==> config.mk <==
export PLATFORM = sky130hd
export DESIGN_NAME = dhcp_reply_option_parser_core
export DESIGN_NICKNAME = d
export VERILOG_FILES = /design/src/hdl/dhcpp_pkg.sv /design/src/hdl/dhcpp_step.sv /design/src/hdl/dhcpp_reply_option_parser_core.sv
export SDC_FILE = /design/constraint.sdc
export NUM_CORES = 1
export LEC_CHECK = 0
export BUFFER_PORTS_ARGS = -buffer_cell sky130_fd_sc_hd__buf_2
export CAP_MARGIN = 20
export CELL_PAD_IN_SITES_DETAIL_PLACEMENT = 1
export CELL_PAD_IN_SITES_GLOBAL_PLACEMENT = 2
export CORE_UTILIZATION = 40
export CTS_CLUSTER_SIZE = 16
export DETAILED_ROUTE_END_ITERATION = 7
export PLACE_DENSITY_LB_ADDON = 0.08
export SLEW_MARGIN = 5
export SYNTH_ARGS = -nofsm -noshare
export SYNTH_HDL_FRONTEND = slang
export SYNTH_SLANG_ARGS = --single-unit
==> constraint.sdc <==
create_clock -name clk -period 17 [get_ports clk]
set_clock_uncertainty 0.2 [all_clocks]
set_input_delay 0 -clock clk [delete_from_list [all_inputs] [get_ports clk]]
set_output_delay 0 -clock clk [all_outputs]
set_load 0.01 [all_outputs]
==> src/hdl/dhcpp_pkg.sv <==
// dhcpp_pkg: shared types and constants for the dhcp reply option parser
// holds word structs, parse state and protocol codes; depends on nothing

package dhcpp_pkg;

  // protocol constants
  localparam logic [15:0] SERVER_UDP_PORT = 16'd67;
  localparam logic [7:0]  OP_REPLY        = 8'd2;
  localparam logic [31:0] COOKIE_VALUE    = 32'h6382_5363;
  localparam logic [7:0]  YIADDR_FIRST    = 8'd16;
  localparam logic [7:0]  YIADDR_LAST     = 8'd19;
  localparam logic [7:0]  COOKIE_FIRST    = 8'd236;
  localparam logic [7:0]  COOKIE_LAST     = 8'd239;
  localparam logic [7:0]  CAPTURE_BYTES   = 8'd4;

  // option codes
  localparam logic [7:0] OPT_PAD      = 8'd0;
  localparam logic [7:0] OPT_SUBNET   = 8'd1;
  localparam logic [7:0] OPT_ROUTER   = 8'd3;
  localparam logic [7:0] OPT_DNS      = 8'd6;
  localparam logic [7:0] OPT_LEASE    = 8'd51;
  localparam logic [7:0] OPT_MSG_TYPE = 8'd53;
  localparam logic [7:0] OPT_END      = 8'd255;

  // status codes
  localparam logic [2:0] ST_OK         = 3'd0;
  localparam logic [2:0] ST_BAD_PORT   = 3'd1;
  localparam logic [2:0] ST_NOT_REPLY  = 3'd2;
  localparam logic [2:0] ST_BAD_COOKIE = 3'd3;
  localparam logic [2:0] ST_MISMATCH   = 3'd4;
  localparam logic [2:0] ST_TRUNCATED  = 3'd5;

  localparam logic [3:0] EXPECTED_TYPE_RESET = 4'd2;

  typedef enum logic [2:0] {
    PH_HEADER = 3'd0,
    PH_CODE   = 3'd1,
    PH_LEN    = 3'd2,
    PH_DATA   = 3'd3,
    PH_DONE   = 3'd4,
    PH_IDLE   = 3'd5
  } phase_t;

  typedef struct packed {
    logic [7:0]  data_byte;
    logic        first_byte;
    logic        last_byte;
    logic [15:0] source_port;
    logic [31:0] source_addr;
    logic [31:0] now_seconds;
  } in_word_t;

  typedef struct packed {
    logic [2:0]  status;
    logic [31:0] offered_ip;
    logic [31:0] netmask;
    logic [31:0] gateway_ip;
    logic [31:0] dns_ip;
    logic [31:0] server_ip;
    logic [31:0] lease_start;
    logic [31:0] lease_end;
  } out_word_t;

  // complete parser state carried between bytes
  typedef struct packed {
    logic [7:0]  byte_offset;
    phase_t      parse_phase;
    logic [7:0]  option_code;
    logic [7:0]  option_remaining;
    logic [7:0]  option_index;
    logic [31:0] collect_shift;
    logic [2:0]  error_code;
    logic [31:0] held_offered_ip;
    logic [31:0] held_subnet;
    logic [31:0] held_gateway;
    logic [31:0] held_dns;
    logic [31:0] held_server;
    logic [31:0] held_lease_start;
    logic [31:0] held_lease_end;
  } parse_state_t;

endpackage

==> src/hdl/dhcpp_step.sv <==
// dhcpp_step: combinational next-state and result logic for one byte
// depends on dhcpp_pkg

module dhcpp_step (
  input  dhcpp_pkg::parse_state_t state_cur,
  input  dhcpp_pkg::in_word_t     in_word,
  input  logic [3:0]              expected_msg_type,
  output dhcpp_pkg::parse_state_t state_nxt,
  output logic                    emit,
  output dhcpp_pkg::out_word_t    result
);

  dhcpp_pkg::parse_state_t s;
  logic [7:0]  off;
  logic [31:0] shifted;
  logic [7:0]  remaining_dec;

  // next state
  always_comb begin
    s = state_cur;
    if (in_word.first_byte) begin
      s.byte_offset      = '0;
      s.parse_phase      = dhcpp_pkg::PH_HEADER;
      s.option_code      = '0;
      s.option_remaining = '0;
      s.option_index     = '0;
      s.collect_shift    = '0;
      s.error_code       = dhcpp_pkg::ST_OK;
    end

    off           = s.byte_offset;
    shifted       = {s.collect_shift[23:0], in_word.data_byte};
    remaining_dec = s.option_remaining - 8'd1;

    case (s.parse_phase)
      dhcpp_pkg::PH_HEADER: begin
        if (off == 8'd0) begin
          s.held_server = in_word.source_addr;
          if (in_word.source_port != dhcpp_pkg::SERVER_UDP_PORT) begin
            s.error_code  = dhcpp_pkg::ST_BAD_PORT;
            s.parse_phase = dhcpp_pkg::PH_DONE;
          end else if (in_word.data_byte != dhcpp_pkg::OP_REPLY) begin
            s.error_code  = dhcpp_pkg::ST_NOT_REPLY;
            s.parse_phase = dhcpp_pkg::PH_DONE;
          end
        end else if (off inside {[dhcpp_pkg::YIADDR_FIRST:dhcpp_pkg::YIADDR_LAST]}) begin
          s.collect_shift = shifted;
          if (off == dhcpp_pkg::YIADDR_LAST) begin
            s.held_offered_ip = shifted;
          end
        end else if (off >= dhcpp_pkg::COOKIE_FIRST) begin
          s.collect_shift = shifted;
          if (off >= dhcpp_pkg::COOKIE_LAST) begin
            if (shifted != dhcpp_pkg::COOKIE_VALUE) begin
              s.error_code  = dhcpp_pkg::ST_BAD_COOKIE;
              s.parse_phase = dhcpp_pkg::PH_DONE;
            end else begin
              s.parse_phase = dhcpp_pkg::PH_CODE;
            end
          end
        end
        if (s.parse_phase == dhcpp_pkg::PH_HEADER && off < dhcpp_pkg::COOKIE_LAST) begin
          s.byte_offset = off + 8'd1;
        end
      end
      dhcpp_pkg::PH_CODE: begin
        if (in_word.data_byte == dhcpp_pkg::OPT_END) begin
          s.parse_phase = dhcpp_pkg::PH_DONE;
        end else if (in_word.data_byte != dhcpp_pkg::OPT_PAD) begin
          s.option_code = in_word.data_byte;
          s.parse_phase = dhcpp_pkg::PH_LEN;
        end
      end
      dhcpp_pkg::PH_LEN: begin
        s.option_remaining = in_word.data_byte;
        s.option_index     = '0;
        s.collect_shift    = '0;
        s.parse_phase      = (in_word.data_byte == 8'd0) ? dhcpp_pkg::PH_CODE
                                                         : dhcpp_pkg::PH_DATA;
      end
      dhcpp_pkg::PH_DATA: begin
        // only the first value byte of the message-type option is checked
        if (s.option_index == 8'd0 && s.option_code == dhcpp_pkg::OPT_MSG_TYPE &&
            in_word.data_byte != {4'd0, expected_msg_type} &&
            s.error_code == dhcpp_pkg::ST_OK) begin
          s.error_code = dhcpp_pkg::ST_MISMATCH;
        end
        if (s.option_index < dhcpp_pkg::CAPTURE_BYTES) begin
          s.collect_shift = shifted;
        end
        s.option_index     = s.option_index + 8'd1;
        s.option_remaining = remaining_dec;
        if (remaining_dec == 8'd0) begin
          s.parse_phase = dhcpp_pkg::PH_CODE;
          if (s.option_index >= dhcpp_pkg::CAPTURE_BYTES) begin
            case (s.option_code)
              dhcpp_pkg::OPT_SUBNET: s.held_subnet  = s.collect_shift;
              dhcpp_pkg::OPT_ROUTER: s.held_gateway = s.collect_shift;
              dhcpp_pkg::OPT_DNS:    s.held_dns     = s.collect_shift;
              dhcpp_pkg::OPT_LEASE: begin
                s.held_lease_start = in_word.now_seconds;
                s.held_lease_end   = s.collect_shift + in_word.now_seconds;
              end
              default: ;
            endcase
          end
        end
      end
      default: ;
    endcase

    // any last byte leaves the parser idle until the next first byte
    state_nxt = s;
    if (in_word.last_byte) begin
      state_nxt.parse_phase = dhcpp_pkg::PH_IDLE;
    end
  end

  // outputs
  always_comb begin
    emit = in_word.last_byte && (s.parse_phase != dhcpp_pkg::PH_IDLE);

    if (s.parse_phase inside {dhcpp_pkg::PH_HEADER, dhcpp_pkg::PH_LEN, dhcpp_pkg::PH_DATA}) begin
      result.status = dhcpp_pkg::ST_TRUNCATED;
    end else begin
      result.status = s.error_code;
    end
    result.offered_ip  = s.held_offered_ip;
    result.netmask     = s.held_subnet;
    result.gateway_ip  = s.held_gateway;
    result.dns_ip      = s.held_dns;
    result.server_ip   = s.held_server;
    result.lease_start = s.held_lease_start;
    result.lease_end   = s.held_lease_end;
  end

endmodule

==> src/hdl/dhcpp_reply_option_parser_core.sv <==
// a word accepted into the input register passes through the step logic, and any result
// that it produces is written to the output register once that register is free
// throughput: one byte per cycle through the step logic between the input register
// and the output register; stalls only while a result waits
// reset: rst_n synchronous active low; clears parser state, held values, valid flags,
// and sets expected_msg_type to 2
//
// dhcp_reply_option_parser_core: top level, registers and handshake
// depends on dhcpp_pkg and dhcpp_step

module dhcp_reply_option_parser_core (
  input  logic                 clk,
  input  logic                 rst_n,
  // byte input channel
  input  logic                 in_valid,
  output logic                 in_stall,
  input  dhcpp_pkg::in_word_t  in_word,
  // result channel
  output logic                 out_valid,
  input  logic                 out_stall,
  output dhcpp_pkg::out_word_t out_word,
  // config write channel, expected message type
  input  logic                 cfg_valid,
  output logic                 cfg_ready,
  input  logic [3:0]           cfg_data
);

  // input register
  logic                    stage_valid_r;
  dhcpp_pkg::in_word_t     stage_word_r;

  // parser state and config
  dhcpp_pkg::parse_state_t state_r;
  dhcpp_pkg::parse_state_t state_nxt;
  logic [3:0]              expected_msg_type_r;

  // output register
  logic                    out_valid_r;
  dhcpp_pkg::out_word_t    out_word_r;

  logic                    emit;
  dhcpp_pkg::out_word_t    result;
  logic                    out_free;
  logic                    advance;

  // the output register can take a new word when empty or being drained
  assign out_free  = !out_valid_r || !out_stall;
  assign advance   = stage_valid_r && out_free;
  // hold the staged byte only while its result slot is blocked
  assign in_stall  = stage_valid_r && !out_free;
  assign cfg_ready = 1'b1;

  assign out_valid = out_valid_r;
  assign out_word  = out_word_r;

  dhcpp_step u_step (
    .state_cur         (state_r),
    .in_word           (stage_word_r),
    .expected_msg_type (expected_msg_type_r),
    .state_nxt         (state_nxt),
    .emit              (emit),
    .result            (result)
  );

  // config register
  always_ff @(posedge clk) begin
    if (!rst_n) begin
      expected_msg_type_r <= dhcpp_pkg::EXPECTED_TYPE_RESET;
    end else if (cfg_valid && cfg_ready) begin
      expected_msg_type_r <= cfg_data;
    end
  end

  // input register
  always_ff @(posedge clk) begin
    if (!rst_n) begin
      stage_valid_r <= 1'b0;
    end else if (!in_stall) begin
      stage_valid_r <= in_valid;
    end
  end

  always_ff @(posedge clk) begin
    if (!in_stall) begin
      stage_word_r <= in_word;
    end
  end

  // parser state, all fields reset since held values go out in results
  // all zero is header phase
  always_ff @(posedge clk) begin
    if (!rst_n) begin
      state_r <= '0;
    end else if (advance) begin
      state_r <= state_nxt;
    end
  end

  // output register, filled only by bytes that end a datagram
  always_ff @(posedge clk) begin
    if (!rst_n) begin
      out_valid_r <= 1'b0;
    end else if (out_free) begin
      out_valid_r <= advance && emit;
    end
  end

  always_ff @(posedge clk) begin
    if (advance && emit) begin
      out_word_r <= result;
    end
  end

  // a stalled input only happens behind a blocked result
  a_stall_cause: assert property (@(posedge clk) disable iff (!rst_n)
    in_stall |-> (stage_valid_r && out_valid_r && out_stall))
    else $error("input stalled without a blocked result");

  // a staged byte is never dropped while it waits
  a_stage_kept: assert property (@(posedge clk) disable iff (!rst_n)
    in_stall |=> stage_valid_r)
    else $error("staged byte lost during stall");

  // after emitting a result the parser goes idle until the next datagram
  a_idle_after_emit: assert property (@(posedge clk) disable iff (!rst_n)
    (advance && emit) |=> (state_r.parse_phase == dhcpp_pkg::PH_IDLE))
    else $error("parser not idle after result");

  // a result holds a defined status code
  a_status_range: assert property (@(posedge clk) disable iff (!rst_n)
    out_valid_r |-> (out_word_r.status <= dhcpp_pkg::ST_TRUNCATED))
    else $error("result status out of range");

endmodule
# Word level (Yosys, flattened, before mapping)
# Index checks and enable logic that the tools add are counted.
# word_totals
regBits,617
inputBits,99
output_inout_bits,230
wordCells,132
# classes
addsub,4
n_lt_le_gt_ge,7
eq_ne,17
n_mux,50
reduce_logical,23
# op_table
operator,count
$mux 32,13
$mux 96,3
$mux 64,4
$pmux 32 s3,1
$mux 70,1
$mux 3,18
$mux 35,1
$add 32x32->32,1
$logic_not 8->1,4
$mux 8,4
$ne 32x31->1 const B,1
$pmux 16 s2,1
$add 8x1->8 const B,2
$eq 8x6->1 const B,2
$ge 8x8->1 const B,2
$ne 16x7->1 const B,1
$eq 3x2->1 const B,4
$logic_not 3->1,4
$pmux 3 s4,1
$mux 11,1
$logic_and 1x1->1,9
$eq 8x1->1 const B,1
$eq 8x2->1 const B,1
$eq 8x3->1 const B,1
other kinds (18),20

# Depth between registers and ports, before layout
# logic_depth
depth_word,12
ltp_mapped,18

# By module
# Synthesis repeated with hierarchy kept, for this count alone.
# unflattened
cells_unflattened,2984
hier_area_um2,30280.3
# modules_own_cells
mod,n_inst,cells_each,area_each_um2,seq_area_each_um2
dhcp_reply_option_parser_core,1,1617,21678.3,15524.9
dhcpp_step,1,1367,8602.0,0.0

# Worst setup path before layout
# No wires, ideal clock.
# synth_timing
path_type,register -> register
startpoint,reg stage_word_r[81] (netlist bit)
endpoint,"reg out_word_r, in the netlist out_word[0] (enable)"
setup_ns,0.579
arrival_ns,7.631
required_ns,16.221
setup_slack_ns,8.590
stages_incl_launch_ff,16
n_path_buf,5
cell_sequence,edfxtp_1 clkbuf_1 buf_1 clkbuf_1 buf_1 buf_1 nor2b_1 ha_1 and4b_1 o21ai_0 nor3_1 a21o_1 and2_1 and2_1 a21o_1 inv_1
# synth_between
elab_chain_len,12
# synth_rtl
item,line_no,text
"start, declared",dhcpp_reply_option_parser_core.sv:30,dhcpp_pkg::in_word_t stage_word_r;
"start signal, assigned",dhcpp_reply_option_parser_core.sv:85,stage_word_r <= in_word;
$mux 70 *,dhcpp_step.sv:21,if (in_word.first_byte) begin
"parallel branches: the longest is 7 deep, another holds $ge 8x8->1",--,
$pmux 3 s4 *,dhcpp_step.sv:35,case (s.parse_phase)
$ne 3x3->1 *,dhcpp_step.sv:121,emit = in_word.last_byte && (s.parse_phase != dhcpp_pkg::PH_IDLE);
$logic_and 1x1->1 *,dhcpp_step.sv:121,
$logic_and 1x1->1 *,dhcpp_reply_option_parser_core.sv:109,if (advance && emit) begin
"end signal, assigned",dhcpp_reply_option_parser_core.sv:110,out_word_r <= result;
"end, declared",dhcpp_reply_option_parser_core.sv:39,dhcpp_pkg::out_word_t out_word_r;
# Every way passes the cells marked *. The select of a mux whose other input is x is not followed.
# A chain may end at the register's enable or synchronous reset.

# Worst setup path after layout
# layout_timing
startpoint,reg stage_word_r[81] (netlist bit)
endpoint,"reg out_word_r, in the netlist out_word[114] (enable)"
# Same word-level chain as after synthesis.

==> reports/results.ini <==
[clocking]
clock_latency_ns=0.62
cts.clk_slew.worst_paths_ns=0.06
cts-hold-fix-buffers=197
clock-root-buffer=clkbuf_16
cts_setup_buffers=0
cts_tree=built
clock_sinks=617
ctsResizeCount=0
htree_levels=3
numCtsBuffers=69
clock_path_buffers=3

[global_routing]
grt_pass1_wl_mm=136.6
grt_pass1_vias=22710
overflow=0
grt.total_usage_pct=26.34
grt_start_max_net_pins=92
antenna_found_initial=3

[placed_design]
dp_hpwl_mm=57.10
placed_cell_area_sq_um=28750
finalWeightedCongestion=0.8248
io_buffers=327
placed_cells=3692

[floorplanning]
die_h_microns=259.3
start_util_pct=40.78
core_sq_um=64930
die_w_microns=259.3
die_area_sq_um=67230
rows=93
io_pins=329

[yosys]
syn_nets=2803
synth_seq_area_share_pct=58.63
synth_edf_count=317
ys.flop_type=edfxtp_1
ys_seq_elements=617
async_reset_ff_share_pct=0
yosysWarnings=0
syn_inst=2662
netlist_area_sq_um=26480
avgSynthCellArea_sq_um=9.947
synth_cell_types=81

[setup_path]
cp_common_cell=buf_4
slowest_delay_ns=0.85
critPathArrivalTime_ns=6.06
crit_slowest_cell=buf_4
crit_path_start_kind=flop
r2r_cells=14
worst-path-buf-inv=5
crit_fanout=91
crit_required_ns=17.03
path_delay_family=buffers and inverters
critPathCaptureType=flop
cp.depth=14
critPathKind=reg2reg
path_cells=inv_1, buf_4, nand2_1, ha_1, or4b_4, nor4b_2, nor3_1, or3_1, a221oi_4, and2_1, a21o_1, inv_8, buf_4, buf_4

[route]
drtIter0Drc=1251
vias=21930
drt_wl_total_mm=89.50
firstDrtPassIters=5
drc=0
antenna_left=0
wl_per_cell_microns=22.26
route.detailed.vias_per_inst=5.454

[pwr]
leakage_uw=0.01195
peakVddDrop_v=0.00007068
power_density_nw_per_um2=103.7
total_power_uw=3421

[worst_hold_path]
worstHoldPathCells=4
min_path_type=in2reg

[layout]
final_area_sq_um=32990
final_nets=3248
n_fill_cell=7174
drive_gt1_share_pct=18.30
most-common-layout-cells=nand2_1 (458), buf_2 (326), edfxtp_1 (317), dfxtp_1 (300), o21ai_0 (296)
final_cells=4020
areaGrowthSynthToFinish_pct=24.61
final_common_cell=nand2_1

[sta]
fin_crit_sh_pct=35.51
clock.fmax_mhz=165.7
whs_ns=0.1580
min_period_ns=6.036
rsz0062_at_grt=no
slew_viol_final=0
final.setup.tns_ns=0
worstMarginPinSlew_ns=0.9803
slew_headroom_pct=34.65
hold_viol_final=0
setup_viol=0

[flow_run]
drv_cap=0

[outcome]
outcome=completed

[metal layers]
layer  wire (microns)  track usage (%)  share of wire (%)
met5                0                0                  0
met4             2556            8.072                2.9
met3             3671            3.681                4.1
met2            43640            44.73                 49
met1            39640            34.71                 44
[flip-flops by register name, summed over array words and instances (netlist names)]
register and count:
stage_word_r 90, expected_msg_type_r 4, out_word 227, stage_valid_r 1
out_valid 1, state_r 294
[cells in the mapped netlist (20+ instances only)]
cell / count / area [sq um]
a21o_1: 39 / 292.8
a21oi_1: 151 / 755.7
a221oi_1: 25 / 219.0
buf_1: 24 / 90.09
clkbuf_1: 134 / 503.0
dfxtp_1: 300 / 6006
edfxtp_1: 317 / 9519
ha_1: 41 / 513.0
inv_1: 59 / 221.5
mux2_2: 81 / 912.1
nand2_1: 462 / 1734
nand3_1: 135 / 675.7
nor2_1: 228 / 855.8
nor3_1: 60 / 300.3
o21ai_0: 297 / 1486
xnor2_1: 20 / 175.2
[tightest hold or removal path: stages]
cell	delay, ns
buf_2	0.18
mux2i_1	0.10
dlygate4sd3_1	0.58
nand2_1	0.08
[area by class of cell]
cell class	count	area, sq um	share of cell area (%)
Antenna cell	1	2.502	0.007584
Clock buffer	89	1852	5.612
Clock inverter	39	381.6	1.157
Inverter	60	237.7	0.7205
Multi-Input combinational cell	1806	10070	30.52
Sequential cell	617	15520	47.05
Tap cell	855	1070	3.242
Timing Repair Buffer	553	3856	11.69
[worst paths after layout]
kind                              start                                   to  slack [ns]
min                           cfg_valid  expected_msg_type_r[1]$_SDFFE_PN1P_        0.16
min reg2reg    state_r[62]$_SDFFE_PN0P_             state_r[62]$_SDFFE_PN0P_        0.25
max reg2reg  stage_word_r[81]$_DFFE_PN_              out_word[114]$_DFFE_PP_       10.96
max          stage_word_r[81]$_DFFE_PN_              out_word[114]$_DFFE_PP_       10.96
[logic make-up (layout without fill, tap and decap cells)]
logic type / Yosys count / after routing / share of synthesized area, %
AOI/OAI and AO/OA: 621 / 621 / 13.75
xor gates and xnor gates: 33 / 33 / 1.092
adders and majority gates: 42 / 42 / 2.013
buffers and inverters: 239 / 741 / 3.568
DFF: 617 / 617 / 58.63
muxes: 98 / 98 / 4.087
other: 1 / 2 / 0.01416
and+or+nand+nor: 1011 / 1011 / 16.85
[power breakdown]
group | internal [uW] | total, uW | switching [uW]
registers | 1610 | 1650 | 38.3
logic | 109 | 273 | 163
clock network | 856 | 1500 | 642
[through the flow]
step           setup WS [ns]  utilization [%]
2_1_floorplan          8.590                -
3_3_place_gp           11.11            44.26
3_5_place_dp           10.98            44.28
4_1_cts                10.96            50.76
5_1_grt                10.54            50.82
6_report               10.96            50.82
No activity file was read; power rests on OpenSTA's default activity.
